### src/hdl/tle_pkg.sv
// ----------------------------------------------------------------------------
// tle_pkg
// Shared types, byte codes and the rubout table for the line input editor.
// ----------------------------------------------------------------------------
package tle_pkg;

   localparam int BUF_DEPTH      = 64;
   localparam int MAX_ESC_PARAMS = 7;

   localparam int IDX_W   = (BUF_DEPTH > 1) ? $clog2(BUF_DEPTH) : 1;
   localparam int SEQ_W   = (IDX_W > 3) ? IDX_W : 3;
   localparam int CAP_W   = 7;
   localparam int PARAM_W = 3;

   // result kinds
   localparam logic [1:0] KIND_ECHO = 2'd0;
   localparam logic [1:0] KIND_CHAR = 2'd1;
   localparam logic [1:0] KIND_END  = 2'd2;

   // escape decoder modes
   localparam logic [1:0] ESC_NONE = 2'd0;
   localparam logic [1:0] ESC_SEEN = 2'd1;
   localparam logic [1:0] ESC_CSI  = 2'd2;

   // byte codes
   localparam logic [7:0] CH_LF       = 8'h0A;
   localparam logic [7:0] CH_CR       = 8'h0D;
   localparam logic [7:0] CH_ESC      = 8'h1B;
   localparam logic [7:0] CH_SPACE    = 8'h20;
   localparam logic [7:0] CH_PARAM_HI = 8'h3F;
   localparam logic [7:0] CH_LBRACKET = 8'h5B;
   localparam logic [7:0] CH_TILDE    = 8'h7E;
   localparam logic [7:0] CH_DEL      = 8'h7F;
   localparam logic [7:0] CH_CUR_LEFT = 8'h44;

   localparam logic [SEQ_W-1:0] RUB_LAST = SEQ_W'(6);

   typedef struct packed {
      logic             en;
      logic [IDX_W-1:0] addr;
      logic [7:0]       data;
   } store_wr_type;

   // cursor left, space, cursor left
   function automatic logic [7:0] rub_byte(input logic [SEQ_W-1:0] idx);
      logic [7:0] b;
      case (idx[2:0])
         3'd0:    b = CH_ESC;
         3'd1:    b = CH_LBRACKET;
         3'd2:    b = CH_CUR_LEFT;
         3'd3:    b = CH_SPACE;
         3'd4:    b = CH_ESC;
         3'd5:    b = CH_LBRACKET;
         3'd6:    b = CH_CUR_LEFT;
         default: b = CH_SPACE;
      endcase
      return b;
   endfunction

endpackage

### src/hdl/tle_line_store.sv
// ----------------------------------------------------------------------------
// tle_line_store
// Line character memory: one write port, one registered read port.
// ----------------------------------------------------------------------------
module tle_line_store (
   input  logic                     clock,
   input  tle_pkg::store_wr_type    wr,
   input  logic [tle_pkg::IDX_W-1:0] rd_addr,
   output logic [7:0]               rd_data
);

   logic [7:0] mem [tle_pkg::BUF_DEPTH];
   logic [7:0] rd_data_ff;

   always_ff @(posedge clock) begin
      if (wr.en) begin
         mem[wr.addr] <= wr.data;
      end
      rd_data_ff <= mem[rd_addr];
   end

   assign rd_data = rd_data_ff;

endmodule

### src/hdl/terminal_line_input_editor.sv
// ----------------------------------------------------------------------------
// terminal_line_input_editor
// Canonical terminal line input: echo, rubout, escape swallowing, line drain.
// ----------------------------------------------------------------------------
// Bytes from the terminal enter on the req_ channel (req_valid / req_stall);
// results leave on the rsp_ channel as kind, byte and last. A byte that makes
// no result (escape bytes, control bytes, DEL on an empty line) just returns
// the block to idle. csr_data sets the line capacity and is taken only while
// the sequencer is idle (csr_ready).
// One byte at a time: req_stall is high from acceptance until the sequencer
// has handed its last result to the output register. A printable byte passes
// through the decode and echo states, a swallowed byte through decode only,
// DEL through the rubout loop, and CR/LF through the line drain, in which each
// stored character costs a memory read state and an output state. The index
// counter and its compare are shared by the rubout and line drain loops. The
// output register lets the next byte be accepted while the last result of a
// byte waits for the receiver; a result held there by rsp_stall stalls the sequencer.
// Reset (synchronous) empties the line, clears the escape decoder and sets
// the capacity to 64; the line store itself is not cleared.
// ----------------------------------------------------------------------------
module terminal_line_input_editor (
   input  logic       clock,
   input  logic       reset,
   input  logic       req_valid,
   input  logic [7:0] req_rx_byte,
   output logic       req_stall,
   output logic       rsp_valid,
   output logic [1:0] rsp_out_kind,
   output logic [7:0] rsp_out_byte,
   output logic       rsp_last,
   input  logic       rsp_stall,
   input  logic       csr_valid,
   output logic       csr_ready,
   input  logic [6:0] csr_data
);

   localparam logic [2:0] S_IDLE     = 3'd0;
   localparam logic [2:0] S_DECODE   = 3'd1;
   localparam logic [2:0] S_PUT      = 3'd2;
   localparam logic [2:0] S_RUB      = 3'd3;
   localparam logic [2:0] S_LINE     = 3'd4;
   localparam logic [2:0] S_LINE_OUT = 3'd5;

   localparam int IDX_W   = tle_pkg::IDX_W;
   localparam int SEQ_W   = tle_pkg::SEQ_W;
   localparam int CAP_W   = tle_pkg::CAP_W;
   localparam int PARAM_W = tle_pkg::PARAM_W;

   logic [2:0]         state_ff, state_in;
   logic [7:0]         byte_ff, byte_in;
   logic [1:0]         esc_ff, esc_in;
   logic [PARAM_W-1:0] param_ff, param_in;
   logic [IDX_W-1:0]   cnt_ff, cnt_in;
   logic [SEQ_W-1:0]   idx_ff, idx_in;
   logic [CAP_W-1:0]   cap_ff;
   logic               rsp_valid_ff, rsp_valid_in;
   logic [1:0]         rsp_kind_ff, rsp_kind_in;
   logic [7:0]         rsp_byte_ff, rsp_byte_in;
   logic               rsp_last_ff, rsp_last_in;

   logic [CAP_W-1:0]   limit_w;
   logic [IDX_W-1:0]   limit;
   logic [IDX_W-1:0]   cnt_clip;
   logic               slot_free;
   logic               load;
   logic [SEQ_W-1:0]   bound;
   logic               at_bound;
   logic [SEQ_W-1:0]   idx_next;
   logic [7:0]         rd_data;
   logic               printable;
   logic               param_byte;

   tle_pkg::store_wr_type wr;

   tle_line_store u_store (
      .clock   (clock),
      .wr      (wr),
      .rd_addr (idx_ff[IDX_W-1:0]),
      .rd_data (rd_data)
   );

   // capacity 0 acts as 1, above the store depth acts as the depth
   always_comb begin
      if (cap_ff == '0) begin
         limit_w = '0;
      end else if (cap_ff > CAP_W'(tle_pkg::BUF_DEPTH)) begin
         limit_w = CAP_W'(tle_pkg::BUF_DEPTH - 1);
      end else begin
         limit_w = cap_ff - CAP_W'(1);
      end
   end
   assign limit    = limit_w[IDX_W-1:0];
   assign cnt_clip = (cnt_ff > limit) ? limit : cnt_ff;

   // shared index unit for the rubout and line drain loops
   assign bound    = (state_ff == S_RUB) ? tle_pkg::RUB_LAST : SEQ_W'(cnt_ff);
   assign at_bound = (idx_ff == bound);
   assign idx_next = idx_ff + SEQ_W'(1);

   assign slot_free  = !rsp_valid_ff || !rsp_stall;
   assign printable  = (byte_ff >= tle_pkg::CH_SPACE) && (byte_ff <= tle_pkg::CH_TILDE);
   assign param_byte = (byte_ff >= tle_pkg::CH_SPACE) && (byte_ff <= tle_pkg::CH_PARAM_HI);

   always_comb begin
      state_in    = state_ff;
      byte_in     = byte_ff;
      esc_in      = esc_ff;
      param_in    = param_ff;
      cnt_in      = cnt_ff;
      idx_in      = idx_ff;
      load        = 1'b0;
      rsp_kind_in = rsp_kind_ff;
      rsp_byte_in = rsp_byte_ff;
      rsp_last_in = rsp_last_ff;
      wr.en       = 1'b0;
      wr.addr     = cnt_clip;
      wr.data     = byte_ff;

      case (state_ff)
         S_IDLE: begin
            if (req_valid) begin
               byte_in  = req_rx_byte;
               state_in = S_DECODE;
            end
         end
         S_DECODE: begin
            cnt_in   = cnt_clip;
            state_in = S_IDLE;
            if (esc_ff == tle_pkg::ESC_SEEN) begin
               esc_in   = (byte_ff == tle_pkg::CH_LBRACKET) ? tle_pkg::ESC_CSI
                                                            : tle_pkg::ESC_NONE;
               param_in = '0;
            end else if (esc_ff == tle_pkg::ESC_CSI) begin
               if (param_ff < PARAM_W'(tle_pkg::MAX_ESC_PARAMS) && param_byte) begin
                  param_in = param_ff + PARAM_W'(1);
               end else begin
                  esc_in   = tle_pkg::ESC_NONE;
                  param_in = '0;
               end
            end else begin
               esc_in   = tle_pkg::ESC_NONE;
               param_in = '0;
               if (byte_ff == tle_pkg::CH_CR || byte_ff == tle_pkg::CH_LF) begin
                  idx_in   = '0;
                  state_in = S_LINE;
               end else if (byte_ff == tle_pkg::CH_ESC) begin
                  esc_in = tle_pkg::ESC_SEEN;
               end else if (printable) begin
                  state_in = S_PUT;
                  if (cnt_clip < limit) begin
                     wr.en  = 1'b1;
                     cnt_in = cnt_clip + IDX_W'(1);
                  end
               end else if (byte_ff == tle_pkg::CH_DEL) begin
                  if (cnt_clip != '0) begin
                     cnt_in   = cnt_clip - IDX_W'(1);
                     idx_in   = '0;
                     state_in = S_RUB;
                  end
               end
            end
         end
         S_PUT: begin
            if (slot_free) begin
               load        = 1'b1;
               rsp_kind_in = tle_pkg::KIND_ECHO;
               rsp_byte_in = byte_ff;
               rsp_last_in = 1'b1;
               state_in    = S_IDLE;
            end
         end
         S_RUB: begin
            if (slot_free) begin
               load        = 1'b1;
               rsp_kind_in = tle_pkg::KIND_ECHO;
               rsp_byte_in = tle_pkg::rub_byte(idx_ff);
               rsp_last_in = at_bound;
               idx_in      = idx_next;
               if (at_bound) begin
                  state_in = S_IDLE;
               end
            end
         end
         S_LINE: begin
            // memory read of idx_ff lands in rd_data on the way to S_LINE_OUT
            if (!at_bound) begin
               state_in = S_LINE_OUT;
            end else if (slot_free) begin
               load        = 1'b1;
               rsp_kind_in = tle_pkg::KIND_END;
               rsp_byte_in = '0;
               rsp_last_in = 1'b1;
               cnt_in      = '0;
               state_in    = S_IDLE;
            end
         end
         S_LINE_OUT: begin
            if (slot_free) begin
               load        = 1'b1;
               rsp_kind_in = tle_pkg::KIND_CHAR;
               rsp_byte_in = rd_data;
               rsp_last_in = 1'b0;
               idx_in      = idx_next;
               state_in    = S_LINE;
            end
         end
         default: begin
            state_in = S_IDLE;
         end
      endcase

      if (load) begin
         rsp_valid_in = 1'b1;
      end else if (!rsp_stall) begin
         rsp_valid_in = 1'b0;
      end else begin
         rsp_valid_in = rsp_valid_ff;
      end
   end

   always_ff @(posedge clock) begin
      if (reset) begin
         state_ff     <= S_IDLE;
         esc_ff       <= tle_pkg::ESC_NONE;
         param_ff     <= '0;
         cnt_ff       <= '0;
         idx_ff       <= '0;
         cap_ff       <= CAP_W'(64);
         rsp_valid_ff <= 1'b0;
      end else begin
         state_ff     <= state_in;
         esc_ff       <= esc_in;
         param_ff     <= param_in;
         cnt_ff       <= cnt_in;
         idx_ff       <= idx_in;
         rsp_valid_ff <= rsp_valid_in;
         if (csr_valid && csr_ready) begin
            cap_ff <= csr_data;
         end
      end
   end

   always_ff @(posedge clock) begin
      byte_ff     <= byte_in;
      rsp_kind_ff <= rsp_kind_in;
      rsp_byte_ff <= rsp_byte_in;
      rsp_last_ff <= rsp_last_in;
   end

   assign req_stall    = (state_ff != S_IDLE);
   assign csr_ready    = (state_ff == S_IDLE);
   assign rsp_valid    = rsp_valid_ff;
   assign rsp_out_kind = rsp_kind_ff;
   assign rsp_out_byte = rsp_byte_ff;
   assign rsp_last     = rsp_last_ff;

   // line characters are never the closing result of a transaction
   a_char_not_last: assert property (@(posedge clock) disable iff (reset)
      rsp_valid && rsp_out_kind == tle_pkg::KIND_CHAR |-> !rsp_last)
      else $error("line character flagged as last");

   a_end_zero: assert property (@(posedge clock) disable iff (reset)
      rsp_valid && rsp_out_kind == tle_pkg::KIND_END |-> rsp_out_byte == 8'h00 && rsp_last)
      else $error("line end with nonzero byte or not last");

   a_cnt_in_limit: assert property (@(posedge clock) disable iff (reset)
      state_ff == S_DECODE |=> cnt_ff <= limit)
      else $error("character count above line limit");

   a_line_out_order: assert property (@(posedge clock) disable iff (reset)
      state_ff == S_LINE_OUT |-> $past(state_ff) == S_LINE || $past(state_ff) == S_LINE_OUT)
      else $error("line output without a preceding store read");

endmodule

### config.mk
export PLATFORM = sky130hd
export DESIGN_NAME = terminal_line_input_editor
export DESIGN_NICKNAME = d
export VERILOG_FILES = /design/src/hdl/tle_pkg.sv /design/src/hdl/tle_line_store.sv /design/src/hdl/terminal_line_input_editor.sv
export SDC_FILE = /design/constraint.sdc
export NUM_CORES = 1
export LEC_CHECK = 0
export BUFFER_PORTS_ARGS = -buffer_cell sky130_fd_sc_hd__buf_2
export CAP_MARGIN = 20
export CORE_ASPECT_RATIO = 1.25
export CORE_MARGIN = 5
export CORE_UTILIZATION = 45
export CTS_CLUSTER_DIAMETER = 150
export DETAILED_ROUTE_END_ITERATION = 16
export HOLD_SLACK_MARGIN = 0.03
export PLACE_DENSITY = 0.62
export SYNTH_ARGS = -nofsm -noshare
export SYNTH_HDL_FRONTEND = slang
export SYNTH_SLANG_ARGS = --single-unit
export TNS_END_PERCENT = 1
### constraint.sdc
create_clock -name clock -period 15.38 [get_ports clock]
set_clock_uncertainty 0.2 [all_clocks]
set_input_delay 2.307 -clock clock [delete_from_list [all_inputs] [get_ports clock]]
set_output_delay 2.307 -clock clock [all_outputs]
set_load 0.02 [all_outputs]
==> results of run 1 <==
[synth_stat cells, drive strengths merged (9+ instances only)]
cell type | number | area [um2]
edfxtp | 531 | 15900
mux4 | 168 | 3780
nor2 | 107 | 402
nand2 | 80 | 305
a21oi | 43 | 215
clkbuf | 36 | 135
dfxtp | 36 | 721
o21ai | 24 | 124
ha | 22 | 275
inv | 22 | 82.6
buf | 21 | 104
nand3 | 18 | 103
nor3 | 15 | 75.1
and3 | 10 | 62.6
a31oi | 9 | 62.6
[cell type report]
| cell class | instances | share of cell area |
|---|---|---|
| timing repair buffer | 51 | 0.0123 |
| sequential | 567 | 0.639 |
| clock inverter | 39 | 0.0163 |
| inverter | 24 | 0.00345 |
| tap | 665 | 0.0319 |
| clock buffer | 61 | 0.0520 |
| multi-input combinational | 608 | 0.245 |
[layer usage]
metal / track usage / part of all wire / routed length (um)
met1: 0.245 / 0.39 / 21900
met5: 0 / 0 / 0
met4: 0.0509 / 0.024 / 1370
met2: 0.367 / 0.54 / 30500
met3: 0.0329 / 0.054 / 3060
[cells in the final DEF, fill, tap and decap left out, drive strengths merged, types with 5 or more instances in the layout]
cell / n
clkbuf: 61
bufinv: 7
a21oi: 43
mux2i: 6
o31ai: 8
nand2: 80
clkinvlp: 5
a31oi: 9
inv: 25
xnor2: 5
nor2: 107
o21ai: 24
and2: 6
nand2b: 6
nand3: 18
and3: 10
dfxtp: 36
edfxtp: 531
a311oi: 8
mux4: 168
buf: 51
nor4: 5
clkinv: 26
ha: 22
nor3: 15
[power by group through the flow]
stage	logic, mW	clock network (mW)	registers, mW
after CTS	0.161	1.36	1.72
after detailed placement	0.160	0	1.75
final	0.158	1.34	1.72
after global placement	0.158	0	1.75
after floorplan	0.0829	0	1.76
after global routing	0.173	1.43	1.72
[kinds of logic after synthesis]
group | count (synthesis) | synth area share
XOR/XNOR | 7 | 0.00262
buffers and inverters | 81 | 0.0141
adder cells (fa/ha/maj) | 23 | 0.0123
flip-flops | 567 | 0.713
AND/OR/NAND/NOR | 272 | 0.0541
AO/OA/AOI/OAI | 130 | 0.0380
multiplexers | 176 | 0.166
[sequential cells by signal, indices dropped and copies added, names as in the netlist]
name and cells:
rsp_last 1, idx_ff 6, cnt_ff 6, u_store.rd_data 8
state_ff 3, esc_ff 2, cap_ff 7, rsp_valid 1
byte_ff 8, rsp_out_byte 8, u_store.mem 512, rsp_out_kind 2
param_ff 3
[worst reg2reg max path, delay by kind of cell (launching register included)]
family	cells	cell delay, ns
AO/OA/AOI/OAI	5	1.32
adder cells (fa/ha/maj)	3	0.80
buffers and inverters	4	0.70
flip-flops	1	0.35
multiplexers	1	0.68
AND/OR/NAND/NOR	9	3.05
[how the worst max path moves through the flow]
stage	from	endpoint	slack [ns]	cells after the start
after floorplan	cap_ff[0]	u_store.mem[15][0]	9.57	22
final	cap_ff[0]	u_store.mem[38][3]	7.90	22
after CTS	cap_ff[0]	u_store.mem[2][5]	8.05	22
after global routing	cap_ff[0]	u_store.mem[35][1]	7.48	22
after global placement	cap_ff[0]	u_store.mem[55][4]	8.29	22
after detailed placement	cap_ff[0]	u_store.mem[36][3]	8.06	22
[stage by stage]
step,worst slack (ns),hold slack [ns],std cells,cell area (um2)
after floorplan,9.57,0.253,1256,23400
after global placement,8.29,0.265,1914,24300
after detailed placement,8.06,0.290,1914,24300
after CTS,8.05,0.298,2014,26100
after global routing,7.48,0.315,2015,26100
final,7.90,0.284,2015,26100
==> impl_metrics.ini, run 1 <==
[outcome]
outcome = finished clean

[final_layout]
nets = 1347
seqCellArea_um2 = 16700
multi_input_area_um2 = 6390
fill_cells = 4097
layout-drive-gt1-share = 0.247
post-route-util = 0.506
antenna_cells = 0
syn_to_final_growth_pct = 11.6

[floorplanning]
dieWidth_um = 214
die_area_um2 = 56700
start_util = 0.454
row_count = 93
num_io_pins = 34
core_um2 = 51500
die_h_um = 265

[hold_path]
worstHoldStart = param_ff[1]
min_delay_path_depth = 2
hold_class = flip-flop to flip-flop
hold_end = param_ff[1]

[setup_path]
reg2reg_to = u_store.mem[38][3]
start_kind = flip-flop
worstPathCellList = inv_1 > ha_1 > or4b_4 > o31ai_2 > a21oi_1 > inv_1 > ha_1 > and4_1 > and3_1 > a31oi_2 > buf_4 > mux2i_2 > inv_2 > ha_1 > and3_1 > a211oi_1 > nand3_1 > o31ai_2 > nand3_1 > nor2_1 > nand2_1 > nor2_1
cp_top_family = simple AND/OR/NAND/NOR gates
r2r_slack_ns = 7.90
critPathBufInv = 4
rr_worst_depth = 22
cp_data_arrival_time_ns = 7.52
slowest_stage = nor2_1
crit_fanout = 22
endpoint_kind = flip-flop
r2r-start = cap_ff[0]
slowest_delay_ns = 0.77
path_common_cell = ha_1
worst-endpoint-required_ns = 15.43
criticalPathCategory = flip-flop to flip-flop

[power]
leakage_nw = 8.04
combPwrFrac = 0.049
powerDensity_nw_per_um2 = 123
ir_worst_vdd_v = 0.0000848
p_int_mw = 2.51
clockPowerShare = 0.416
seqPwrFrac = 0.534
power.total_mw = 3.21
p_sw_uw = 701
swShare = 0.218

[synth]
syn-instance-count = 1256
synth-warning-count = 0
async_reset_ff_frac = 0
syn-num-nets = 1298
synth_edf_count = 531
syn_area_um2 = 23400
synth.distinct_cells = 74
synth_seq_cells = 567
synth.avg_cell_area_um2 = 18.6
ys_seq_area_frac = 0.713
synth-main-ff-cell = edfxtp_1

[route]
dr.pass1.iters = 5
routed_wl_um = 56800
drtIter0Drc = 1322
drc = 0
wl_per_cell_um = 28.2
ant_nets = 0
post_drt_via_cell_ratio = 5.99
vias = 12100

[cts]
clkTransAtPathRegs_ns = 0.06
cts_hold_buf = 0
cts_root_buffer = clkbuf_16
cts_buffer_depth = 3
numCtsBuffers = 53
clk_latency_ns = 0.62
htree_levels = 2
clock_sinks = 567
cts_tree = built
postCtsSetupBuffers = 0
ctsResizeCount = 0

[global_routing]
grt_pass1_wl_um = 84200
grt_max_degree = 71
grt_antenna_before_repair = 0
globalRouteTotalUtil = 0.199
grt.overflow.total = 0
grt_pass1_vias = 12400

[placed_design]
numPortBuffers = 33
dpl.hpwl_um = 35400
gp_congestion = 0.872

[timing]
final.period_utilization = 0.486
finalSetupViolations = 0
tightest_slew_ns = 1.11
maxSlewViolCount = 0
fin_crit_ns = 7.48
maxClockFrequency_mhz = 134
finalSetupTns_ns = 0
final_hold_viol_count = 0
max-slew-margin-rel = 0.261
rsz0062_at_grt = no

[run]
drv_cap = 0
(Power assumes the default switching activity.)
==> inputs of run 2 (changes only) <==
--- a/config.mk
+++ b/config.mk
@@ -13,7 +13,7 @@
 export CTS_CLUSTER_DIAMETER = 150
 export DETAILED_ROUTE_END_ITERATION = 16
 export HOLD_SLACK_MARGIN = 0.03
-export PLACE_DENSITY = 0.62
+export PLACE_DENSITY = 0.64
 export SYNTH_ARGS = -nofsm -noshare
 export SYNTH_HDL_FRONTEND = slang
 export SYNTH_SLANG_ARGS = --single-unit
==> constraint.sdc (replaced) <==
create_clock -name clock -period 6.55 [get_ports clock]
set_clock_uncertainty 0.2 [all_clocks]
set_input_delay 0.9825 -clock clock [delete_from_list [all_inputs] [get_ports clock]]
set_output_delay 0.9825 -clock clock [all_outputs]
set_load 0.02 [all_outputs]
==> impl_metrics.ini, run 2 (same netlist as run 1, synthesis figures left out) <==
[timing]
rsz0062_at_grt = yes
finalSetupViolations = 0
holdWs_ns = 0.279
max-slew-margin-rel = 0.300
maxSlewViolCount = 0
tightest_slew_ns = 1.05
fin_crit_ns = 6.18
finalSetupTns_ns = 0
maxClockFrequency_mhz = 162
setup_slack_ns = 0.371
final.period_utilization = 0.943
final_hold_viol_count = 0

[setup_path]
r2r-start = cap_ff[0]
slowest_delay_ns = 0.51
worst-endpoint-required_ns = 6.64
cp_data_arrival_time_ns = 6.27
start_kind = flip-flop
worstPathCellList = inv_1 > ha_1 > or4b_4 > o31ai_2 > a21oi_1 > inv_1 > ha_1 > and4_1 > and3_1 > a31oi_4 > mux2i_4 > inv_1 > ha_1 > and3_1 > a211oi_1 > nand3_1 > o31ai_2 > nand3_1 > nor2_1 > nand2_1 > nor2_1 > buf_4
criticalPathCategory = flip-flop to flip-flop
endpoint_kind = flip-flop
crit_fanout = 7
slowest_stage = or4b_4
cp_top_family = simple AND/OR/NAND/NOR gates
reg2reg_to = u_store.mem[48][7]
r2r_slack_ns = 0.37
rr_worst_depth = 22
critPathBufInv = 4

[route]
vias = 12200
wl_per_cell_um = 25.4
ant_nets = 0
drc = 0
dr.pass1.iters = 5
routed_wl_um = 53100
post_drt_via_cell_ratio = 5.86
drtIter0Drc = 1244

[cts]
htree_levels = 2
cts_hold_buf = 0
cts_buffer_depth = 3
cts_tree = built
cts_root_buffer = clkbuf_16
clkTransAtPathRegs_ns = 0.06
numCtsBuffers = 52
clk_latency_ns = 0.59
clock_sinks = 567

[power]
powerDensity_nw_per_um2 = 276
combPwrFrac = 0.050
p_int_mw = 5.79
ir_worst_vdd_v = 0.000187
p_sw_mw = 1.55
seqPwrFrac = 0.549
clockPowerShare = 0.401
leakage_nw = 8.40
swShare = 0.211

[placed_design]
dp_slack_ns = 0.261
dpl.hpwl_um = 34000
gp_congestion = 0.850
numPortBuffers = 33
dp.cells = 1993

[run]
drv_cap = 0

[global_routing]
globalRouteTotalUtil = 0.187
grt_busiest_layer = met2
grt.overflow.total = 0
grt_use_met2 = 0.332
met1_usage = 0.244
grt_use_met3 = 0.0250
grt_pass1_vias = 12500
grt_antenna_before_repair = 0
grt_max_degree = 80
grt_pass1_wl_um = 81000

[final_layout]
nets = 1424
largest_reg_flops = 512
max_flop_register = u_store.mem
layout-drive-gt1-share = 0.284
syn_to_final_growth_pct = 13.6
layout_common_cells = edfxtp_1, mux4_2, nor2_1
antenna_cells = 0
post-route-util = 0.516
instances_no_fill = 2088
layout_commonest_cell = edfxtp_1

[floorplanning]
row_count = 93
start_util = 0.454
core_um2 = 51500
die_area_um2 = 56700
num_io_pins = 34
die_h_um = 265
dieWidth_um = 214

[hold_path]
hold_end = param_ff[1]
hold_class = flip-flop to flip-flop
min_delay_path_depth = 2
worstHoldStart = param_ff[1]

[outcome]
outcome = finished clean
[run 2: changes by cell type in the layout (fill, tap and decap cells not counted), moves of 2 or more]
cell	previous run	this run
buf_12	0	2
clkinv_1	10	13
bufinv_16	7	5
clkinv_8	0	2
clkbuf_1	8	12
clkinvlp_4	5	2
clkinv_4	2	0
inv_16	3	0
nand2_1	78	74
nand2_2	2	6
buf_4	17	94
clkinv_2	14	9
[run 2: final cells by class]
cell class / count / area (um2)
fillers: 4063 / 25000
flip-flops and latches: 567 / 16700
multi-input cells: 608 / 6410
clock buffers: 65 / 1360
repair buffers: 129 / 911
well taps: 665 / 832
clock inverters: 30 / 293
inverters: 24 / 90.1
[run 2: what timing repair did]
item | in CTS | in global routing
endpoints found under the setup margin | 0 | 303
resized for setup | 0 | 5
setup buffers | 0 | 0
[run 2: per-stage QoR]
step	instance area (um2)	total power, mW
global route	26600	7.58
CTS	26600	7.41
global placement	24900	4.47
detailed placement	24900	4.48
floorplan	23400	4.33
finish	26600	7.35
[run 2: tightest hold or removal path: stages (launching register included)]
cell and delay [ns]:
dfxtp_1 0.32, nand2_1 0.06, a21oi_1 0.05
[run 2: how the worst max path moves through the flow]
stage / startpoint / end / slack [ns] / cells after the start
floorplan: cap_ff[0] / u_store.mem[15][0] / 0.74 / 22
global route: cap_ff[0] / u_store.mem[18][1] / -0.02 / 25
global placement: cap_ff[0] / u_store.mem[21][3] / 0.38 / 22
finish: cap_ff[0] / u_store.mem[48][7] / 0.37 / 22
CTS: cap_ff[0] / u_store.mem[29][4] / 0.20 / 22
detailed placement: cap_ff[0] / u_store.mem[29][1] / 0.26 / 22
[run 2: power groups by stage]
stage | combinational [mW] | sequential, mW | clock (mW)
floorplan | 0.195 | 4.14 | 0
global placement | 0.362 | 4.11 | 0
detailed placement | 0.370 | 4.11 | 0
CTS | 0.371 | 4.03 | 3.00
global route | 0.401 | 4.03 | 3.15
finish | 0.367 | 4.03 | 2.95
[run 2: routing by layer]
layer	share of wire	routed length, um
met4	0.030	1570
met1	0.39	20700
met5	0	0
met3	0.059	3150
met2	0.52	27700
==> inputs of run 3 (changes only) <==
--- a/config.mk
+++ b/config.mk
@@ -5,12 +5,13 @@
 export SDC_FILE = /design/constraint.sdc
 export NUM_CORES = 1
 export LEC_CHECK = 0
+export ABC_AREA = 1
 export BUFFER_PORTS_ARGS = -buffer_cell sky130_fd_sc_hd__buf_2
 export CAP_MARGIN = 20
 export CORE_ASPECT_RATIO = 1.25
 export CORE_MARGIN = 5
 export CORE_UTILIZATION = 45
-export CTS_CLUSTER_DIAMETER = 150
+export CTS_CLUSTER_DIAMETER = 120
 export DETAILED_ROUTE_END_ITERATION = 16
 export HOLD_SLACK_MARGIN = 0.03
 export PLACE_DENSITY = 0.64
==> impl_metrics.ini, run 3 <==
[route]
drc = 0
ant_nets = 0
vias = 16100
dr.pass1.iters = 6
drtIter0Drc = 1902
routed_wl_um = 64800
wl_per_cell_um = 24.1
post_drt_via_cell_ratio = 5.99

[timing]
final_hold_viol_count = 0
rsz0062_at_grt = no
finalSetupTns_ns = 0
tightest_slew_ns = 1.06
finalSetupViolations = 0
final.period_utilization = 0.879
fin_crit_ns = 5.76
holdWs_ns = 0.299
maxClockFrequency_mhz = 174
max-slew-margin-rel = 0.289
maxSlewViolCount = 0

[cts]
cts_root_buffer = clkbuf_16
cts_buffer_depth = 3
postCtsSetupBuffers = 0
cts_tree = built
clock_sinks = 567
clkTransAtPathRegs_ns = 0.07
clk_latency_ns = 0.58
ctsResizeCount = 0
cts_hold_buf = 0
htree_levels = 2
numCtsBuffers = 51

[floorplanning]
die_h_um = 268
row_count = 94
num_io_pins = 34
start_util = 0.454
die_area_um2 = 57900
core_um2 = 52700
dieWidth_um = 216

[setup_path]
r2r_slack_ns = 0.79
worst-endpoint-required_ns = 6.55
crit_fanout = 12
endpoint_kind = flip-flop
cp_data_arrival_time_ns = 5.76
criticalPathCategory = flip-flop to flip-flop
reg2reg_to = u_store.mem[52][0]
start_kind = flip-flop
rr_worst_depth = 27
r2r-start = cap_ff[0]

[power]
leakage_nw = 8.94
powerDensity_nw_per_um2 = 302
power.total_mw = 7.97
ir_worst_vdd_v = 0.000215

[synth]
synth.avg_cell_area_um2 = 12.1
synth-main-ff-cell = edfxtp_1
syn-instance-count = 1984
synth.most_common_cell = edfxtp_1
synth.distinct_cells = 51
syn-num-nets = 2026
ys_seq_area_frac = 0.697
yosys.area.top_type = edfxtp_1
synth_top_area_share = 0.667
syn_area_um2 = 23900
ys_top_cells_by_area = edfxtp_1, o21ai_0, nor2_1, dfxtp_1, nand2_1
async_reset_ff_frac = 0
synth_edf_count = 531
synth_commonest_cells = edfxtp_1, nor2_1, o21ai_0
synth_seq_cells = 567
synth-warning-count = 0

[global_routing]
grt_pass1_vias = 15900
grt.overflow.total = 0
grt_antenna_before_repair = 0
grt_max_degree = 222
globalRouteTotalUtil = 0.218
grt_pass1_wl_um = 96700

[final_layout]
max_flop_register = u_store.mem
largest_reg_flops = 512
nets = 2021
fill_cells = 4482
post-route-util = 0.502
layout_commonest_cell = edfxtp_1
layout_common_cells = edfxtp_1, nor2_1, o21ai_0
layout-drive-gt1-share = 0.108
antenna_cells = 0
syn_to_final_growth_pct = 10.6

[outcome]
outcome = finished clean

[placed_design]
numPortBuffers = 33
dpl.hpwl_um = 40100
gp_congestion = 0.946

[hold_path]
hold_class = flip-flop to flip-flop
hold_end = cnt_ff[0]
min_delay_path_depth = 2
worstHoldStart = cnt_ff[0]

[run]
drv_cap = 0
-- run 3: power breakdown --
group	internal, mW	switching [mW]	leakage [nW]
clock network	1.89	1.30	0.865
logic	0.184	0.539	3.00
registers	4.02	0.0429	5.07
-- run 3: layer usage --
layer  global-route usage  share of wire  vias to the layer above
met5                    0              0                        -
met4               0.0935          0.048                        0
met2                0.378           0.49                      820
met1                0.280           0.38                     7878
li1                     -              -                     7259
met3               0.0286          0.076                      186
-- run 3: worst max-delay path by stage --
stage,start,to,slack [ns],cells past startpoint
after detailed placement,cap_ff[0],u_store.mem[35][3],0.85,27
after CTS,cap_ff[0],u_store.mem[36][4],0.83,27
after global routing,cap_ff[0],u_store.mem[43][5],0.47,27
final,cap_ff[0],u_store.mem[52][0],0.79,27
after global placement,cap_ff[0],u_store.mem[27][1],1.0,27
after floorplan,cap_ff[0],u_store.mem[10][0],1.92,28
-- run 3: layout make-up --
class                   instances  area [um2]  area share
repair buffers                 55         343      0.0130
clock inverters                31         414      0.0157
flip-flops and latches        567       16700       0.631
well taps                     672         841      0.0318
clock buffers                  64        1380      0.0521
inverters                      77         303      0.0115
multi-input cells            1227        6490       0.245
-- run 3: critical path: stages (launching register included) --
cell,delay (ns)
dfxtp_1,0.30
inv_1,0.19
ha_1,0.24
inv_1,0.06
nor2_2,0.14
nand2_4,0.08
nand2_1,0.06
nand2_1,0.12
inv_1,0.12
ha_1,0.25
nand2_1,0.07
nand2_1,0.05
nand2_2,0.07
nand3_2,0.07
nand2_2,0.28
nand2_1,0.10
nand2_1,0.35
inv_1,0.20
ha_1,0.33
a21oi_1,0.15
nor2_1,0.06
a211oi_1,0.52
nand2_4,0.15
clkinv_4,0.08
nand3_4,0.13
nor2_8,0.20
nand2_4,0.21
nor2_1,0.57
-- run 3: kinds of logic (layout without fill, tap and decap cells) --
family / after synthesis / count (layout) / synth area share
xor+xnor: 14 / 14 / 0.00513
flops: 567 / 567 / 0.697
fa+ha+maj: 22 / 22 / 0.0115
compound gates: 493 / 493 / 0.122
buf+inv: 190 / 227 / 0.0319
simple gates: 698 / 698 / 0.133
-- run 3: metrics by stage --
| step | std cells | setup slack [ns] | area, um2 |
|---|---|---|---|
| 2_1_floorplan | 1984 | 1.92 | 23900 |
| 3_3_place_gp | 2598 | 0.999 | 24600 |
| 3_5_place_dp | 2598 | 0.847 | 24600 |
| 4_1_cts | 2693 | 0.831 | 26400 |
| 5_1_grt | 2693 | 0.466 | 26400 |
| 6_report | 2693 | 0.790 | 26400 |
